<file path="config.mk">
export PLATFORM = sky130hd
export DESIGN_NAME = arp_cache_responder
export DESIGN_NICKNAME = d
export VERILOG_FILES = /design/src/hdl/acr_pkg.sv /design/src/hdl/acr_ctrl.sv /design/src/hdl/acr_datapath.sv /design/src/hdl/arp_cache_responder.sv
export VERILOG_INCLUDE_DIRS = /design/src /design/src/hdl
export SDC_FILE = /design/constraint.sdc
export NUM_CORES = 1
export LEC_CHECK = 0
export ABC_AREA = 1
export BUFFER_PORTS_ARGS = -buffer_cell sky130_fd_sc_hd__buf_2
export CELL_PAD_IN_SITES_DETAIL_PLACEMENT = 1
export CELL_PAD_IN_SITES_GLOBAL_PLACEMENT = 1
export CORE_MARGIN = 2
export CORE_UTILIZATION = 48
export DETAILED_ROUTE_END_ITERATION = 10
export PLACE_DENSITY = 0.8
export SYNTH_ARGS = -nofsm -noshare
export SYNTH_HDL_FRONTEND = slang
export SYNTH_SLANG_ARGS = --single-unit
</file>
<file path="constraint.sdc">
create_clock -name clk_i -period 18.57 [get_ports clk_i]
set_input_delay 4.6425 -clock clk_i [delete_from_list [all_inputs] [get_ports clk_i]]
set_output_delay 4.6425 -clock clk_i [all_outputs]
set_load 0.01 [all_outputs]
</file>
<file path="src/hdl/assert_macros.svh">
// ----------------------------------------------------------------------------
// Assertion macros
// Clocked assertion helpers shared by the ARP cache RTL.
// ----------------------------------------------------------------------------
`ifndef ASSERT_MACROS_SVH
`define ASSERT_MACROS_SVH

// Check a property on every rising clock edge outside reset
`define ACR_ASSERT(lbl, prop, msg) \
  lbl: assert property (@(posedge clk_i) disable iff (!rst_ni) prop) else $error(msg);

// Check that a condition never holds outside reset
`define ACR_ASSERT_NEVER(lbl, cond, msg) \
  `ACR_ASSERT(lbl, !(cond), msg)

`endif

</file>
<file path="src/hdl/acr_pkg.sv">
// ----------------------------------------------------------------------------
// acr_pkg
// Types and constants shared by the ARP cache and responder modules.
// ----------------------------------------------------------------------------
package acr_pkg;

  // Item kinds
  localparam logic [1:0] MODE_ARP     = 2'd0;
  localparam logic [1:0] MODE_IP      = 2'd1;
  localparam logic [1:0] MODE_RESOLVE = 2'd2;

  // ARP header checks
  localparam logic [15:0] HW_ETHERNET = 16'h0001;
  localparam logic [15:0] PROTO_IPV4  = 16'h0800;
  localparam logic [7:0]  HW_ADDR_LEN = 8'd6;
  localparam logic [7:0]  IP_ADDR_LEN = 8'd4;
  localparam logic [15:0] OP_REQUEST  = 16'd1;
  localparam logic [15:0] OP_REPLY    = 16'd2;

  localparam logic [47:0] BCAST_MAC = 48'hFFFF_FFFF_FFFF;

  // Configuration register indexes
  localparam int   CFG_IDX_W  = 1;
  localparam logic REG_MY_IP  = 1'b0;
  localparam logic REG_MY_MAC = 1'b1;

  // Commands from the controller to the datapath
  typedef struct packed {
    logic load;
    logic scan;
    logic mac_rd;
    logic write;
    logic result;
  } cmd_t;

  // Status from the datapath to the controller
  typedef struct packed {
    logic scan_last;
    logic hit;
    logic ins_go;
  } status_t;

endpackage

</file>
<file path="src/hdl/acr_ctrl.sv">
// ----------------------------------------------------------------------------
// acr_ctrl
// Sequencer for one request: table scan, decision, result.
// ----------------------------------------------------------------------------
module acr_ctrl (
  input  logic             clk_i,
  input  logic             rst_ni,
  input  logic             start_i,
  input  acr_pkg::status_t status_i,
  output logic             busy_o,
  output acr_pkg::cmd_t    cmd_o
);

  typedef enum logic [3:0] {
    S_IDLE   = 4'b0001,
    S_SCAN   = 4'b0010,
    S_DECIDE = 4'b0100,
    S_RESULT = 4'b1000
  } state_e;

  state_e state_q, state_d;

  // Next state
  always_comb begin
    state_d = state_q;
    unique case (state_q)
      S_IDLE: begin
        if (start_i) state_d = S_SCAN;
      end
      S_SCAN: begin
        if (status_i.scan_last) state_d = S_DECIDE;
      end
      S_DECIDE: state_d = S_RESULT;
      S_RESULT: state_d = S_IDLE;
      default:  state_d = S_IDLE;
    endcase
  end

  always_ff @(posedge clk_i or negedge rst_ni) begin
    if (!rst_ni) begin
      state_q <= S_IDLE;
    end else begin
      state_q <= state_d;
    end
  end

  // Drive datapath commands
  always_comb begin
    cmd_o        = '0;
    cmd_o.load   = (state_q == S_IDLE) && start_i;
    cmd_o.scan   = (state_q == S_SCAN);
    cmd_o.mac_rd = (state_q == S_DECIDE) && status_i.hit;
    cmd_o.write  = (state_q == S_DECIDE) && status_i.ins_go;
    cmd_o.result = (state_q == S_RESULT);
  end

  assign busy_o = (state_q != S_IDLE);

endmodule

</file>
<file path="src/hdl/acr_datapath.sv">
// ----------------------------------------------------------------------------
// acr_datapath
// Request registers, IP/MAC table memories, scan compare and result registers.
// ----------------------------------------------------------------------------
module acr_datapath #(
  parameter int TABLE_DEPTH = 8
) (
  input  logic             clk_i,
  input  logic             rst_ni,
  input  acr_pkg::cmd_t    cmd_i,
  output acr_pkg::status_t status_o,
  input  logic             my_ip_we_i,
  input  logic [31:0]      my_ip_i,
  input  logic [1:0]       mode_i,
  input  logic [47:0]      src_mac_i,
  input  logic [31:0]      src_ip_i,
  input  logic [15:0]      hw_type_i,
  input  logic [15:0]      proto_type_i,
  input  logic [7:0]       hw_len_i,
  input  logic [7:0]       proto_len_i,
  input  logic [15:0]      arp_opcode_i,
  input  logic [31:0]      target_ip_in_i,
  input  logic [47:0]      target_mac_in_i,
  input  logic [31:0]      dest_ip_i,
  output logic             done_o,
  output logic             send_reply_o,
  output logic             found_o,
  output logic [47:0]      eth_dest_mac_o,
  output logic [47:0]      reply_target_mac_o,
  output logic [31:0]      reply_target_ip_o,
  output logic             inserted_o,
  output logic             table_full_o
);

  localparam int IDX_W = (TABLE_DEPTH > 1) ? $clog2(TABLE_DEPTH) : 1;
  localparam int CNT_W = $clog2(TABLE_DEPTH + 1);
  localparam logic [CNT_W-1:0] CNT_END = CNT_W'(TABLE_DEPTH);

  // Own address
  logic [31:0] my_ip_q;

  // Request registers
  logic [47:0] src_mac_q;
  logic [31:0] src_ip_q;
  logic [47:0] tmac_in_q;
  logic [31:0] key_q;
  logic        active_q;
  logic        send_q;
  logic        ins_req_q;

  // Table storage
  logic [31:0]            ip_mem  [TABLE_DEPTH];
  logic [47:0]            mac_mem [TABLE_DEPTH];
  logic [TABLE_DEPTH-1:0] valid_q;

  // Scan state
  logic [CNT_W-1:0] cnt_q;
  logic [IDX_W-1:0] rd_idx;
  logic [31:0]      ip_rd_q;
  logic             cmp_vld_q;
  logic [IDX_W-1:0] cmp_idx_q;
  logic             hit_q;
  logic [IDX_W-1:0] hit_idx_q;
  logic             free_q;
  logic [IDX_W-1:0] free_idx_q;
  logic             ins_done_q;
  logic [47:0]      mac_rd_q;
  logic             scan_more;
  logic             slot_match;
  logic             slot_free;

  // Decoded request
  logic        arp_ok;
  logic        key_load_active;
  logic        key_load_ins;
  logic        key_load_send;
  logic [31:0] key_load;

  // Result
  logic        res_found;
  logic [47:0] res_dmac;
  logic        strobe_q;

  // Check the ARP header and pick the lookup address
  always_comb begin
    arp_ok = (hw_type_i == acr_pkg::HW_ETHERNET) && (proto_type_i == acr_pkg::PROTO_IPV4) &&
             (hw_len_i == acr_pkg::HW_ADDR_LEN) && (proto_len_i == acr_pkg::IP_ADDR_LEN) &&
             (target_ip_in_i == my_ip_q) &&
             ((arp_opcode_i == acr_pkg::OP_REQUEST) || (arp_opcode_i == acr_pkg::OP_REPLY));
    key_load_active = 1'b0;
    key_load_ins    = 1'b0;
    key_load_send   = 1'b0;
    key_load        = src_ip_i;
    case (mode_i)
      acr_pkg::MODE_ARP: begin
        key_load_active = arp_ok;
        key_load_ins    = arp_ok && (src_ip_i != '0);
        key_load_send   = arp_ok && (arp_opcode_i == acr_pkg::OP_REQUEST);
      end
      acr_pkg::MODE_IP: begin
        key_load_active = 1'b1;
        key_load_ins    = (src_ip_i != '0);
      end
      acr_pkg::MODE_RESOLVE: begin
        key_load_active = 1'b1;
        key_load        = dest_ip_i;
      end
      default: ;
    endcase
  end

  // Hold own IP address
  always_ff @(posedge clk_i or negedge rst_ni) begin
    if (!rst_ni) begin
      my_ip_q <= '0;
    end else if (my_ip_we_i) begin
      my_ip_q <= my_ip_i;
    end
  end

  // Capture request payload
  always_ff @(posedge clk_i) begin
    if (cmd_i.load) begin
      src_mac_q <= src_mac_i;
      src_ip_q  <= src_ip_i;
      tmac_in_q <= target_mac_in_i;
      key_q     <= key_load;
    end
  end

  // Scan compare on the entry read in the previous cycle
  assign scan_more  = (cnt_q != CNT_END);
  assign rd_idx     = cnt_q[IDX_W-1:0];
  assign slot_match = cmp_vld_q && valid_q[cmp_idx_q] && (ip_rd_q == key_q);
  assign slot_free  = cmp_vld_q && !valid_q[cmp_idx_q];

  // Control flags, scan counter and search results
  always_ff @(posedge clk_i or negedge rst_ni) begin
    if (!rst_ni) begin
      active_q   <= 1'b0;
      send_q     <= 1'b0;
      ins_req_q  <= 1'b0;
      cnt_q      <= '0;
      cmp_vld_q  <= 1'b0;
      cmp_idx_q  <= '0;
      hit_q      <= 1'b0;
      hit_idx_q  <= '0;
      free_q     <= 1'b0;
      free_idx_q <= '0;
      ins_done_q <= 1'b0;
      valid_q    <= '0;
    end else if (cmd_i.load) begin
      active_q   <= key_load_active;
      send_q     <= key_load_send;
      ins_req_q  <= key_load_ins;
      cnt_q      <= '0;
      cmp_vld_q  <= 1'b0;
      hit_q      <= 1'b0;
      free_q     <= 1'b0;
      ins_done_q <= 1'b0;
    end else if (cmd_i.scan) begin
      if (scan_more) cnt_q <= cnt_q + 1'b1;
      cmp_vld_q <= scan_more;
      cmp_idx_q <= rd_idx;
      // keep the lowest match and the lowest free slot
      if (slot_match && !hit_q) begin
        hit_q     <= 1'b1;
        hit_idx_q <= cmp_idx_q;
      end
      if (slot_free && !free_q) begin
        free_q     <= 1'b1;
        free_idx_q <= cmp_idx_q;
      end
    end else if (cmd_i.write) begin
      valid_q[free_idx_q] <= 1'b1;
      ins_done_q          <= 1'b1;
    end
  end

  // IP table memory
  always_ff @(posedge clk_i) begin
    if (cmd_i.write) begin
      ip_mem[free_idx_q] <= key_q;
    end
    if (cmd_i.scan && scan_more) begin
      ip_rd_q <= ip_mem[rd_idx];
    end
  end

  // MAC table memory
  always_ff @(posedge clk_i) begin
    if (cmd_i.write) begin
      mac_mem[free_idx_q] <= src_mac_q;
    end
    if (cmd_i.mac_rd) begin
      mac_rd_q <= mac_mem[hit_idx_q];
    end
  end

  // Report scan progress and the insert decision
  always_comb begin
    status_o           = '0;
    status_o.scan_last = !scan_more;
    status_o.hit       = hit_q;
    status_o.ins_go    = ins_req_q && !hit_q && free_q;
  end

  // Form the result; a new entry carries the source MAC just written
  assign res_found = hit_q || ins_done_q;
  assign res_dmac  = hit_q ? mac_rd_q : (ins_done_q ? src_mac_q : acr_pkg::BCAST_MAC);

  always_ff @(posedge clk_i) begin
    if (cmd_i.result) begin
      send_reply_o       <= active_q && send_q;
      found_o            <= active_q && res_found;
      eth_dest_mac_o     <= active_q ? res_dmac : '0;
      reply_target_mac_o <= (active_q && send_q) ? (res_found ? res_dmac : tmac_in_q) : '0;
      reply_target_ip_o  <= (active_q && send_q) ? src_ip_q : '0;
      inserted_o         <= active_q && ins_done_q;
      table_full_o       <= active_q && ins_req_q && !hit_q && !ins_done_q;
    end
  end

  // One-cycle result strobe
  always_ff @(posedge clk_i or negedge rst_ni) begin
    if (!rst_ni) begin
      strobe_q <= 1'b0;
    end else begin
      strobe_q <= cmd_i.result;
    end
  end

  assign done_o = strobe_q;

endmodule

</file>
<file path="src/hdl/arp_cache_responder.sv">
// A request taken at start goes through the table scan (registered read, then a compare on
// the entry read), a decision state and a result state; the result strobe is registered
// from the result state. A new request is taken only in idle, after the previous one has
// left the result state.
// Reset: clears the controller, all table entry valid bits and my_ip.
// The result strobe lasts one cycle; the receiver cannot stall it.
// ----------------------------------------------------------------------------
// arp_cache_responder
// ARP cache with request responder: checks ARP packets, learns senders,
// resolves IPv4 addresses to MAC addresses.
// ----------------------------------------------------------------------------
`include "assert_macros.svh"

module arp_cache_responder #(
  parameter int TABLE_DEPTH = 8
) (
  input  logic                           clk_i,
  input  logic                           rst_ni,
  input  logic                           start,
  output logic                           busy,
  input  logic                           cfg_valid_i,
  output logic                           cfg_ready_o,
  input  logic [acr_pkg::CFG_IDX_W-1:0]  cfg_index_i,
  input  logic [47:0]                    cfg_data_i,
  input  logic [1:0]                     mode_i,
  input  logic [47:0]                    src_mac_i,
  input  logic [31:0]                    src_ip_i,
  input  logic [15:0]                    hw_type_i,
  input  logic [15:0]                    proto_type_i,
  input  logic [7:0]                     hw_len_i,
  input  logic [7:0]                     proto_len_i,
  input  logic [15:0]                    arp_opcode_i,
  input  logic [31:0]                    target_ip_in_i,
  input  logic [47:0]                    target_mac_in_i,
  input  logic [31:0]                    dest_ip_i,
  output logic                           done_o,
  output logic                           send_reply_o,
  output logic                           found_o,
  output logic [47:0]                    eth_dest_mac_o,
  output logic [47:0]                    reply_target_mac_o,
  output logic [31:0]                    reply_target_ip_o,
  output logic                           inserted_o,
  output logic                           table_full_o
);

  acr_pkg::cmd_t    cmd;
  acr_pkg::status_t status;
  logic             my_ip_we;

  // Accept configuration whenever no request is in flight
  assign cfg_ready_o = !busy;

  // Decode register writes; the sender MAC feeds no result and is dropped
  always_comb begin
    my_ip_we = 1'b0;
    unique case (cfg_index_i)
      acr_pkg::REG_MY_IP:  my_ip_we = cfg_valid_i && cfg_ready_o;
      acr_pkg::REG_MY_MAC: my_ip_we = 1'b0;
      default:             my_ip_we = 1'b0;
    endcase
  end

  acr_ctrl u_ctrl (
    .clk_i    (clk_i),
    .rst_ni   (rst_ni),
    .start_i  (start),
    .status_i (status),
    .busy_o   (busy),
    .cmd_o    (cmd)
  );

  acr_datapath #(
    .TABLE_DEPTH (TABLE_DEPTH)
  ) u_datapath (
    .clk_i              (clk_i),
    .rst_ni             (rst_ni),
    .cmd_i              (cmd),
    .status_o           (status),
    .my_ip_we_i         (my_ip_we),
    .my_ip_i            (cfg_data_i[31:0]),
    .mode_i             (mode_i),
    .src_mac_i          (src_mac_i),
    .src_ip_i           (src_ip_i),
    .hw_type_i          (hw_type_i),
    .proto_type_i       (proto_type_i),
    .hw_len_i           (hw_len_i),
    .proto_len_i        (proto_len_i),
    .arp_opcode_i       (arp_opcode_i),
    .target_ip_in_i     (target_ip_in_i),
    .target_mac_in_i    (target_mac_in_i),
    .dest_ip_i          (dest_ip_i),
    .done_o             (done_o),
    .send_reply_o       (send_reply_o),
    .found_o            (found_o),
    .eth_dest_mac_o     (eth_dest_mac_o),
    .reply_target_mac_o (reply_target_mac_o),
    .reply_target_ip_o  (reply_target_ip_o),
    .inserted_o         (inserted_o),
    .table_full_o       (table_full_o)
  );

  // Checks
  `ACR_ASSERT(a_start_busy, start && !busy |=> busy, "accepted request did not raise busy")
  `ACR_ASSERT(a_done_idle, done_o |-> !busy, "result strobe while busy")
  `ACR_ASSERT_NEVER(a_ins_full, done_o && inserted_o && table_full_o, "insert and full together")
  `ACR_ASSERT(a_no_reply_ip, done_o && !send_reply_o |-> reply_target_ip_o == '0, "reply IP without reply")
  `ACR_ASSERT_NEVER(a_hit_write, cmd.mac_rd && cmd.write, "table hit and insert in one request")

endmodule

</file>
; After elaboration in Yosys (flattened, before gate mapping)
; Memories as Yosys holds them, arrays and structs flattened. A register that Yosys moved wholly into a read port is not among the register bits.
; Cells that the tools add are included.
[word_totals]
mem_bits_rw = 640
word_cells = 136
ff_bits = 357
inputBits = 311
mem_count = 2
[op_classes]
n_lt_le_gt_ge = 3
muxes = 31
n_eq_ne = 19
reduce_logical = 50
addsub = 1
bitwise_logic = 4
[mem_list]
columns = memory, words, width, read_ports, rd_clocked_by_memory_dff, write_ports, line_no
row1 = u_datapath.mac_mem, 8, 48, 1, 1, 1, acr_datapath.sv:53  ; logic [47:0] mac_mem [TABLE_DEPTH];
row2 = u_datapath.ip_mem, 8, 32, 1, 1, 1, acr_datapath.sv:52  ; logic [31:0] ip_mem [TABLE_DEPTH];
[ops]
columns = operator, count
row1 = $mux 48, 3
row2 = $eq 32x32->1, 2
row3 = $eq 16x1->1 const B, 2
row4 = $mux 32, 1
row5 = $reduce_bool 32->1, 1
row6 = $logic_and 1x1->1, 26
row7 = $mux 4, 5
row8 = $eq 16x12->1 const B, 1
row9 = $eq 16x2->1 const B, 1
row10 = $eq 8x3->1 const B, 2
row11 = $mux 1, 16
row12 = $pmux 4 s3, 1
row13 = $reduce_and 2->1, 6
row14 = $reduce_bool 2->1, 5
row15 = $reduce_and 3->1, 3
row16 = $lt 3x4->1 const B, 2
row17 = $or 8x8->8, 1
row18 = $ne 2x2->1 const B, 3
row19 = $pmux 1 s2, 3
row20 = $logic_not 1->1, 5
row21 = $add 4x1->4 const B, 1
row22 = $eq 4x1->1 const B, 1
row23 = $eq 4x2->1 const B, 1
row24 = $eq 4x3->1 const B, 1
row25 = other kinds (12), 15

; Depth between registers and ports, before layout
; Gate-level depths: netlist of the first run.
[logic_depth]
word_depth = 8
mapped_depth = 12
mapped_depth_nobuf = 12

; Hierarchy
; A second synthesis of the first run with hierarchy kept.
[unflattened]
hier_cells = 3298
area_unflattened_um2 = 42284.3
[by_module_without_submodules]
columns = module, cells_each, area_per_inst_um2, instances
row1 = acr_datapath, 3263, 42044.1, 1
row2 = acr_ctrl, 32, 224.0, 1
row3 = arp_cache_responder, 3, 16.3, 1

; Worst setup path after synthesis of the first run
; Ideal clock, no wire load.
[synth_path]
path_kind = reg2reg
from = register u_ctrl.state_q[1]
to = register u_datapath.strobe_q (netlist: u_datapath.done_o)
synth_period_minus_slack_ns = 14.421
path_stages_with_launch = 2
arrival_time_ns = 13.040
setup_slack_ns = 4.149
required_time_ns = 17.189
setup_time_ns = 1.381
cell_sequence = dfrtp_1 nor4_1
[synth_rtl]
columns = element, line_no
row1 = "start, declared", acr_ctrl.sv:21  ; state_e state_q, state_d;
row2 = "start signal, assigned", acr_ctrl.sv:43  ; state_q <= state_d;
row3 = "end signal, assigned", acr_datapath.sv:229  ; strobe_q <= cmd_i.result;
row4 = "end, declared", acr_datapath.sv:82  ; logic strobe_q;

; Worst setup path in the final report of the first run
[layout_path]
from = register u_ctrl.state_q[0]
to = output port busy
[layout_via]
elab_chain_len = 1
[layout_lines]
columns = element, line_no
row1 = $ne 4x1->1, acr_ctrl.sv:57  ; assign busy_o = (state_q != S_IDLE);
row2 = "end, declared", arp_cache_responder.sv:20  ; output logic busy,
; Every way passes these cells.

==> results of run 1 <==
## final timing paths
check                                      start                 endpoint  slack (ns)
max reg2reg                    u_ctrl.state_q[1]  u_datapath.ip_mem[7][3]       14.66
min in group asynchronous                 rst_ni   u_datapath.my_ip_q[30]        4.15
min                        u_datapath.valid_q[1]    u_datapath.valid_q[1]        0.47
min reg2reg                u_datapath.valid_q[1]    u_datapath.valid_q[1]        0.47
max                            u_ctrl.state_q[0]                     busy       11.91
max in group asynchronous                 rst_ni  u_datapath.hit_idx_q[0]       13.71
## layout by cell type, fill, tap and decap left out, types with 5 or more instances in the layout
cell and count:
edfxtp_1 1012, nor2_1 770, buf_2 429, o21ai_0 339, nand2_1 197, inv_1 142
o22ai_1 130, clkbuf_16 112, nor3_1 102, a31oi_1 80, dfrtp_1 58, buf_4 39
mux2_2 34, clkbuf_1 27, nand4_1 26, clkinv_2 25, nand3_1 22, clkinv_1 20
or2_2 19, a21oi_1 17, nor4_1 17, xnor2_1 16, inv_2 12, bufinv_16 12
mux2_4 11, a21oi_2 10, nor2_4 9, diode_2 8, ha_1 5
## kinds of logic (layout without fill, tap and decap cells)
kind of cell	after synthesis	in the layout	synth area share, %
and+or+nand+nor	1179	1179	11.47
DFF	1077	1077	75.91
AOI/OAI and AO/OA	581	581	7.633
buffers and inverters	323	830	3.088
muxes	45	45	1.299
xor gates and xnor gates	20	20	0.4153
adders and majority gates	6	6	0.1780
other	0	8	0
## power groups by stage
stage | Clock (mW) | Combinational, mW | Sequential, mW
floorplan | 0 | 0.507 | 3.08
global placement | 0 | 0.703 | 3.15
detailed placement | 0 | 0.742 | 3.16
CTS | 2.25 | 0.760 | 3.12
global route | 2.34 | 0.835 | 3.14
finish | 2.22 | 0.757 | 3.12
## cell type report
type,instances,area [um^2]
diodes,8,20.02
clock buffers,143,2959
clock inverters,62,626.9
fillers,8731,37840
inverters,157,593.1
multi-input cells,1831,8934
flip-flops and latches,1077,32030
well taps,1155,1445
repair buffers,468,2440
## state kept, by name (all words and copies together) (netlist names), 3 cells and up
| name | count |
|---|---|
| u_ctrl.state_q | 4 |
| u_datapath.cmp_idx_q | 3 |
| u_datapath.cnt_q | 4 |
| u_datapath.eth_dest_mac_o | 48 |
| u_datapath.free_idx_q | 3 |
| u_datapath.hit_idx_q | 3 |
| u_datapath.ip_mem | 256 |
| u_datapath.ip_rd_q | 32 |
| u_datapath.key_q | 32 |
| u_datapath.mac_mem | 384 |
| u_datapath.mac_rd_q | 48 |
| u_datapath.my_ip_q | 32 |
| u_datapath.reply_target_ip_o | 32 |
| u_datapath.reply_target_mac_o | 48 |
| u_datapath.src_ip_q | 32 |
| u_datapath.src_mac_q | 48 |
| u_datapath.tmac_in_q | 48 |
| u_datapath.valid_q | 8 |
## layer usage
metal | up-vias | wire, um | GRT usage, %
met5 | - | 23 | 0
met4 | 4 | 3276 | 8.619
met3 | 217 | 6630 | 3.773
met2 | 977 | 63900 | 47.58
met1 | 14230 | 47100 | 32.99
li1 | 12450 | - | -
## worst max-delay path, delay by kind of cell, from the launching register on
kind	cells	cell delay, ns
simple gates	1	0.42
buf+inv	3	0.37
flops	1	0.55
==> metrics.md, run 1 <==
| Metric | Value |
|---|---|
| Critical Path Max Stage Delay | `0.55 ns` |
| Layout Area Growth over Synthesis | `16.29%` |
| Fin Setup TNS | `0 ns` |
| Mapped Avg Cell Area | `13.05 um^2` |
| Initial antenna violation count | `10` |
| Clock Sinks | `1077` |
| Io pins | `446` |
| Slew of the pin with the lowest slew margin | `1.167 ns` |
| Worst-path clk slew | `0.06 ns` |
| Layout Nets | `3962` |
| Final core occ | `56.45%` |
| Hold path cells | `2` |
| Layout cells sized above 1 | `19.88%` |
| FFs w/ async S/R, synth | `6.035%` |
| Post-place instance area | `45440 um^2` |
| CTS tree | `built` |
| Mapped Area | `42180 um^2` |
| CP Launch Type | `flip-flop` |
| Final Cycle Share | `35.88%` |
| Final setup margin | `11.91 ns` |
| Max cap viols | `0` |
| Sw frac | `26.81%` |
| # Post-CTS Setup Buffers | `0` |
| Min-delay worst type | `reg -> reg` |
| Most frequent cells after synthesis | `edfxtp_1 (1012), nor2_1 (775), o21ai_0 (339)` |
| Worst path arrival time | `2.02 ns` |
| Max Buffers Root-to-Sink | `3` |
| Final Non-Filler Cells | `4901` |
| Static Leak | `18.16 nW` |
| Rel. slew slack | `22.05%` |
| Crit path max-delay cell type | `dfstp_2` |
| Worst Setup End Kind | `output pin` |
| Yosys cell types | `44` |
| Final min period | `6.663 ns` |
| Most common cell in the netlist | `edfxtp_1` |
| Hold Worst Slack | `0.4676 ns` |
| Register area share after synthesis | `75.91%` |
| Drt via density | `5.689` |
| Row cnt | `108` |
| Yosys warnings | `0` |
| GRT Overall Usage | `26.50%` |
| Final hold vios | `0` |
| WS Path Type | `reg -> out` |
| P_sw | `1.635 mW` |
| Post-synthesis register bit count | `1077` |
| Design Area, Final | `49050 um^2` |
| Clock root buffer | `clkbuf_16` |
| Clk_lat worst skew | `0.69 ns` |
| Setup Skew | `0.02454 ns` |
| Crit path max fanout | `5` |
| Cell taking the most area after synthesis | `edfxtp_1` |
| Critical-path cell list | `inv_2 > nor3_4 > inv_2 > buf_2` |
| Unrepaired setup endpoints after global routing | `false` |
| Sequential Power Share | `51.1%` |
| Final Wtd Congestion | `0.8664` |
| Most frequent CP cell | `inv_2` |
| Die height | `300.4 um` |
| HPWL Detailed | `70.50 mm` |
| Status | `finished clean` |
| Max Slew Vio Count | `0` |
| Area contributors post-synth | `edfxtp_1 (72%), nor2_1 (6.9%), o21ai_0 (4.0%)` |
| DRT Wirelength | `120.9 mm` |
| Fmax | `150.1 MHz` |
| H-Tree Depth | `3` |
| Combinational Power Share | `12.4%` |
| CTS buffer count | `110` |
| Global-route wire length before repair | `180.5 mm` |
| PnR Total Power | `6.099 mW` |
| WL/cell | `24.67 um` |
| Worst vdd ir | `102.8 uV` |
| Required time worst endpoint | `13.93 ns` |
| Post-place setup slack | `11.61 ns` |
| R2R cell count | `7` |
| Hold buffer count at CTS | `0` |
| Vias in the first global route | `29.87k` |
| Clk network pwr share | `36.4%` |
| Placed Instances | `4688` |
| Primary FF master, synth | `edfxtp_1` |
| Starting DRT DRC Count | `2268` |
| Buffers on Ports | `429` |
| PostCTS Resize Cnt | `0` |
| Yosys top cell area share | `72.05%` |
| 1st-pass router iterations | `6` |
| Internal power | `4.464 mW` |
| Die width | `300.4 um` |
| Syn nets | `3548` |
| Setup Viol. Count Final | `0` |
| Gr ovfl total | `0` |
| Cells after Synth | `3231` |
| # DRC | `0` |
| Number of synthesized flops with an enable pin | `1012` |
| Die footprint | `90260 um^2` |
| Power per cell area | `124.4 nW/um^2` |
| Final ANT Viol Nets | `0` |
| Core footprint | `86890 um^2` |
| Initial core utilization | `48.54%` |
| Vias | `27.88k` |
| Largest net degree at the start of global routing | `103` |
Note: power is estimated with default switching activity, not from simulation.
==> inputs of run 2 (changes only) <==
--- a/config.mk
+++ b/config.mk
@@ -6,14 +6,14 @@
 export SDC_FILE = /design/constraint.sdc
 export NUM_CORES = 1
 export LEC_CHECK = 0
-export ABC_AREA = 1
+export ABC_AREA = 0
 export BUFFER_PORTS_ARGS = -buffer_cell sky130_fd_sc_hd__buf_2
 export CELL_PAD_IN_SITES_DETAIL_PLACEMENT = 1
 export CELL_PAD_IN_SITES_GLOBAL_PLACEMENT = 1
 export CORE_MARGIN = 2
-export CORE_UTILIZATION = 48
+export CORE_UTILIZATION = 46
 export DETAILED_ROUTE_END_ITERATION = 10
-export PLACE_DENSITY = 0.8
+export PLACE_DENSITY = 0.77
 export SYNTH_ARGS = -nofsm -noshare
 export SYNTH_HDL_FRONTEND = slang
 export SYNTH_SLANG_ARGS = --single-unit
==> constraint.sdc (replaced) <==
create_clock -name clk_i -period 5.5 [get_ports clk_i]
set_input_delay 1.375 -clock clk_i [delete_from_list [all_inputs] [get_ports clk_i]]
set_output_delay 1.375 -clock clk_i [all_outputs]
set_load 0.01 [all_outputs]
==> run 2 against run 1 <==
Final area is 1.3% lower. Critical path depth is 1 lower. Critical path type unchanged. Area after synthesis is 2.5% lower. Flip-flop and latch count stayed put. Largest power group unchanged. Largest cell class unchanged. Sequential share of layout area is 0.89 points higher. Via count is 26% lower. Total power grew to 3.3 times the previous value. First-iteration DRC count is 28% lower. Non-clock buffer count stayed put.
==> metrics.md, run 2 <==
| Metric | Value |
|---|---|
| Status | `finished clean` |
| 1st-pass router iterations | `5` |
| DRT Wirelength | `98.32 mm` |
| Post-synthesis register bit count | `1077` |
| Buffers on Ports | `429` |
| Final min period | `3.550 ns` |
| Required time worst endpoint | `4.12 ns` |
| Clock root buffer | `clkbuf_16` |
| Most common cell in the netlist | `edfxtp_1` |
| Number of synthesized flops with an enable pin | `1012` |
| GRT Overall Usage | `21.55%` |
| Yosys warnings | `0` |
| Largest reg by FF count | `u_datapath.mac_mem` |
| Initial antenna violation count | `8` |
| Layout cells sized above 1 | `40.84%` |
| Yosys cell types | `41` |
| Mapped Avg Cell Area | `21.40 um^2` |
| Die width | `303.0 um` |
| Row cnt | `109` |
| Yosys top cell area share | `73.88%` |
| Gr ovfl total | `0` |
| Max cap viols | `0` |
| Fmax | `281.7 MHz` |
| Most common cell after layout, fill and taps aside | `edfxtp_1` |
| Crit path max-delay cell type | `dfstp_2` |
| # Post-CTS Setup Buffers | `0` |
| Final hold vios | `0` |
| Final core occ | `54.69%` |
| Max Slew Vio Count | `0` |
| Fin Setup TNS | `0 ns` |
| Crit path max fanout | `5` |
| WL/cell | `26.85 um` |
| Primary FF master, synth | `edfxtp_1` |
| Clk_lat worst skew | `0.69 ns` |
| Initial core utilization | `46.47%` |
| Worst Setup End Kind | `output pin` |
| Drt via density | `5.655` |
| Mapped Area | `41130 um^2` |
| Die height | `303.0 um` |
| Critical-path cell list | `nor4b_2 > inv_1 > buf_2` |
| Final Cycle Share | `64.54%` |
| Worst-path clk slew | `0.06 ns` |
| Layout Nets | `2720` |
| Largest net degree at the start of global routing | `91` |
| R2R cell count | `5` |
| FFs w/ async S/R, synth | `6.035%` |
| Power per cell area | `412.3 nW/um^2` |
| Layout Area Growth over Synthesis | `17.67%` |
| FF+latch area | `32040 um^2` |
| HPWL Detailed | `58.62 mm` |
| Most frequent cells after synthesis | `edfxtp_1 (1012), mux4_2 (163), mux2_2 (149)` |
| PostCTS Resize Cnt | `0` |
| Reg2Reg Capture Point | `u_datapath.mac_mem[0][12]` |
| Static Leak | `16.92 nW` |
| Die footprint | `91830 um^2` |
| Setup Skew | `0.03671 ns` |
| Starting DRT DRC Count | `1629` |
| Hold buffer count at CTS | `0` |
| Vias in the first global route | `22.61k` |
| Max Buffers Root-to-Sink | `3` |
| Cell taking the most area after synthesis | `edfxtp_1` |
| Area contributors post-synth | `edfxtp_1 (74%), mux4_2 (8.9%), mux2_2 (4.1%)` |
| Global-route wire length before repair | `145.9 mm` |
| Final ANT Viol Nets | `0` |
| Cells after Synth | `1922` |
| Critical path startpoint | `u_ctrl.state_q[0]` |
| Syn nets | `2239` |
| Register area share after synthesis | `77.84%` |
| Critical Path Max Stage Delay | `0.60 ns` |
| H-Tree Depth | `3` |
| Min-delay worst type | `reg -> reg` |
| Most frequent cells in the layout | `edfxtp_1 (1012), buf_2 (429), mux4_2 (163)` |
| Biggest regs | `u_datapath.mac_mem x384, u_datapath.ip_mem x256` |
| Fillers | `7869` |
| Worst path arrival time | `2.17 ns` |
| Io pins | `446` |
| FF-to-FF Start | `u_ctrl.state_q[1]` |
| Core footprint | `88510 um^2` |
| Worst vdd ir | `241.7 uV` |
| Vias | `20.71k` |
| Rel. slew slack | `29.34%` |
| Setup Viol. Count Final | `0` |
| CTS tree | `built` |
| Number of flip-flops in the largest register | `384` |
| WS Path Type | `reg -> out` |
| Clock Sinks | `1077` |
| R2R setup slack | `2.02 ns` |
| Final Wtd Congestion | `0.8707` |
| CTS buffer count | `109` |
| Unrepaired setup endpoints after global routing | `false` |
| # DRC | `0` |
| Worst setup path end | `busy` |
| Footprint of the multi-input gates | `8785 um^2` |
| CP Launch Type | `flip-flop` |
| Slew of the pin with the lowest slew margin | `1.057 ns` |
run 2: cell count changes after synthesis, moves of 48 or more:
| cell | before | now |
|---|---|---|
| o221a_2 | 0 | 48 |
| mux2_2 | 34 | 149 |
| o22ai_1 | 130 | 0 |
| a31oi_1 | 80 | 0 |
| nor2_1 | 775 | 12 |
| xnor2_1 | 16 | 65 |
| mux4_2 | 0 | 163 |
| nor3_1 | 102 | 7 |
| inv_1 | 145 | 8 |
| mux2i_1 | 0 | 49 |
| o211a_1 | 0 | 48 |
| o21ai_0 | 339 | 6 |
| nand2_1 | 199 | 61 |
run 2: per-layer routing:
layer  share of wire, %  wire length, um  global-route usage (%)  vias up
met4                1.9             1893                   5.735        2
met1                 41            40350                   28.64    10890
met3                7.0             6847                   4.791      138
met5             0.0081                8                       0        -
met2                 50            49220                   36.09      782
li1                   -                -                       -     8900
run 2: cells by family after synthesis:
| kind of cell | after synthesis | share of synthesized area (%) |
|---|---|---|
| compound gates | 110 | 2.689 |
| xor+xnor | 67 | 1.427 |
| fa+ha+maj | 6 | 0.1825 |
| buf+inv | 107 | 1.019 |
| flops | 1077 | 77.84 |
| mux | 364 | 14.28 |
| simple gates | 191 | 2.567 |
run 2: power breakdown:
part	switching (mW)	total (mW)	internal, mW	leakage (nW)
Sequential	0.770	10.7	9.90	10.2
Combinational	0.915	1.92	1.00	5.01
Clock	3.13	7.36	4.23	1.73
run 2: how the worst min path moves through the flow:
stage                          start                    end  slack [ns]  depth (start not counted)
2_1_floorplan  u_datapath.valid_q[2]  u_datapath.valid_q[2]        0.43                          1
3_3_place_gp   u_datapath.valid_q[1]  u_datapath.valid_q[1]        0.45                          1
3_5_place_dp   u_datapath.valid_q[0]  u_datapath.valid_q[0]        0.46                          1
4_1_cts        u_datapath.valid_q[0]  u_datapath.valid_q[0]        0.48                          1
5_1_grt        u_datapath.valid_q[1]  u_datapath.valid_q[1]        0.49                          1
6_report       u_datapath.valid_q[0]  u_datapath.valid_q[0]        0.48                          1
run 2: worst max-delay path, delay by kind of cell (launching register included):
kind | cells | cell delay [ns]
DFF | 1 | 0.60
buffers and inverters | 2 | 0.43
and+or+nand+nor | 1 | 0.48
run 2: layout make-up:
| cell class | count | area share, % |
|---|---|---|
| sequential | 1077 | 66.20 |
| multi-input combinational | 738 | 18.15 |
| clock buffer | 129 | 5.832 |
| timing repair buffer | 468 | 5.196 |
| tap | 1165 | 3.012 |
| clock inverter | 74 | 1.520 |
| inverter | 9 | 0.08530 |
| antenna | 2 | 0.01034 |
run 2: stage by stage:
step	total power [mW]	worst slack, ns	hold slack, ns	instances	cell area (um^2)
after global routing	20.66	1.770	0.4925	3662	48400
after CTS	20.17	1.907	0.4794	3660	48400
after global placement	12.60	2.068	0.4472	3457	44840
after detailed placement	12.79	1.974	0.4558	3457	44840
final	19.95	1.950	0.4840	3662	48400
after floorplan	11.91	0.3311	0.4345	1922	41160
==> inputs of run 3 (changes only) <==
==> constraint.sdc (replaced) <==
create_clock -name clk_i -period 3.25 [get_ports clk_i]
set_input_delay 0.8125 -clock clk_i [delete_from_list [all_inputs] [get_ports clk_i]]
set_output_delay 0.8125 -clock clk_i [all_outputs]
set_load 0.01 [all_outputs]
==> run 3 against run 2 <==
Count of clock-buffer cells in the layout up 3. Highest routed layer is now met4. First-iteration DRC count up 3.0%. Global-route usage up 0.16 points. Final area up 0.90%. Utilization up 0.49 points. Critical endpoint unchanged. Non-clock buffer count up 14. Via count up 1.0%. Sequential share of layout area down 0.59 points. Critical path depth unchanged. Largest power group unchanged. Final cell count up 0.44%. Wire length up 1.0%.
==> metrics.md, run 3 (synthesis results as in run 2) <==
| Metric | Value |
|---|---|
| Final setup margin | `0.1222 ns` |
| Layout Area Growth over Synthesis | `18.73%` |
| Post-place instance area | `45180 um^2` |
| CTS tree | `built` |
| Crit path max-delay cell type | `dfstp_2` |
| FF-to-FF Start | `u_ctrl.state_q[1]` |
| Global-route wire length before repair | `146.6 mm` |
| WL/cell | `27.01 um` |
| Critical path startpoint | `u_ctrl.state_q[0]` |
| Final ANT Viol Nets | `0` |
| Status | `finished clean` |
| Final Cycle Share | `96.24%` |
| Worst path arrival time | `2.32 ns` |
| Largest reg by FF count | `u_datapath.mac_mem` |
| CP delay by family, top | `flip-flops` |
| Number of flip-flops in the largest register | `384` |
| Hold buffer count at CTS | `0` |
| Critical-path cell list | `nor4b_2 > inv_1 > buf_2` |
| Max Buffers Root-to-Sink | `3` |
| Min-delay worst type | `in -> async` |
| Worst Setup End Kind | `output pin` |
| Worst-path clk slew | `0.06 ns` |
| Rel. slew slack | `23.17%` |
| Post-place setup slack | `0.5251 ns` |
| Final Wtd Congestion | `0.8539` |
| P_sw | `8.354 mW` |
| Starting DRT DRC Count | `1678` |
| Ant. Diodes | `0` |
| Worst vdd ir | `536.3 uV` |
| Final min period | `3.128 ns` |
| Slew of the pin with the lowest slew margin | `1.153 ns` |
| Static Leak | `17.10 nW` |
| Crit path max fanout | `5` |
| CP Launch Type | `flip-flop` |
| Clk network pwr share | `37.2%` |
| Combinational Power Share | `10.7%` |
| Row cnt | `109` |
| Clock Sinks | `1077` |
| Buffers on Ports | `429` |
| Design Area, Final | `48840 um^2` |
| Power per cell area | `700.0 nW/um^2` |
| Fmax | `319.7 MHz` |
| # Post-CTS Setup Buffers | `0` |
| Internal power | `25.83 mW` |
| Largest net degree at the start of global routing | `100` |
| Critical Path Max Stage Delay | `0.61 ns` |
| Die footprint | `91830 um^2` |
| Crit path buf inv count | `2` |
| # DRC | `0` |
| DRT Wirelength | `99.34 mm` |
| Die height | `303.0 um` |
| Most frequent cells in the layout | `edfxtp_1 (1012), buf_2 (429), mux4_2 (163)` |
| Sw frac | `24.44%` |
| Initial antenna violation count | `6` |
| CTS buffer count | `110` |
| Layout Nets | `2735` |
| Io pins | `446` |
| Drt via density | `5.689` |
| Unrepaired setup endpoints after global routing | `false` |
| Most common cell after layout, fill and taps aside | `edfxtp_1` |
| Vias in the first global route | `22.81k` |
| Layout cells sized above 1 | `41.54%` |
| Max Slew Vio Count | `0` |
| Required time worst endpoint | `2.44 ns` |
| PostCTS Resize Cnt | `0` |
| Clock root buffer | `clkbuf_16` |
| Clk_lat worst skew | `0.72 ns` |
| H-Tree Depth | `3` |
| Initial core utilization | `46.47%` |
| Die width | `303.0 um` |
| Final hold vios | `0` |
| 1st-pass router iterations | `5` |
| Core footprint | `88510 um^2` |
| Biggest regs | `u_datapath.mac_mem x384, u_datapath.ip_mem x256` |
| GRT Overall Usage | `21.71%` |
| Vias | `20.92k` |
| WS Path Type | `reg -> out` |
| Setup Viol. Count Final | `0` |
| Gr ovfl total | `0` |
| Setup Skew | `0.03733 ns` |
| Hold Worst Slack | `0.2351 ns` |
| Max cap viols | `0` |
| Sequential Power Share | `52.2%` |
| HPWL Detailed | `59.20 mm` |
-- run 3: cell types whose count changed in the layout (fill, tap and decap cells not counted), sizes merged --
cell,change
inv,+2
bufinv,+1
buf,+14
clkbuf,+3
clkinv,-2
diode,-2
-- run 3: cell type report --
type | instances | area (um^2)
multi-input combinational | 738 | 8787
fill | 7789 | 39670
timing repair buffer | 482 | 2858
inverter | 9 | 41.29
tap | 1165 | 1458
clock inverter | 75 | 819.5
sequential | 1077 | 32040
clock buffer | 132 | 2835
-- run 3: worst paths after layout --
kind | to | slack (ns) | cells past startpoint
min | u_datapath.my_ip_q[17] | 0.24 | 1
min reg2reg | u_datapath.valid_q[1] | 0.48 | 1
max reg2reg | u_datapath.ip_mem[2][14] | 0.58 | 5
min in group clk_i | u_datapath.tmac_in_q[3] | 0.28 | 1
max | busy | 0.12 | 3
max in group asynchronous | u_datapath.my_ip_q[21] | 2.14 | 2
-- run 3: through the flow --
stage	TNS, ns	util [%]	std cells	total power [mW]
final	0	55.18	3678	34.18
after global routing	0	55.18	3678	35.37
after CTS	0	55.18	3678	34.54
after detailed placement	0	51.05	3471	21.77
after global placement	0	51.05	3471	21.45
after floorplan	-312.00	-	1922	20.15
-- run 3: routing by layer --
metal | share of wire [%] | vias up | global-route usage [%]
li1 | - | 8927 | -
met1 | 40 | 11010 | 28.40
met2 | 51 | 837 | 37.03
met3 | 6.4 | 146 | 4.168
met4 | 2.3 | 0 | 6.474
met5 | 0 | - | 0
-- run 3: power by group through the flow --
stage	registers, mW	clock network (mW)	logic, mW
3_3_place_gp	18.0	0	3.49
6_report	17.8	12.7	3.64
5_1_grt	17.9	13.5	3.96
3_5_place_dp	18.1	0	3.67
4_1_cts	17.8	13.0	3.72
2_1_floorplan	17.6	0	2.51
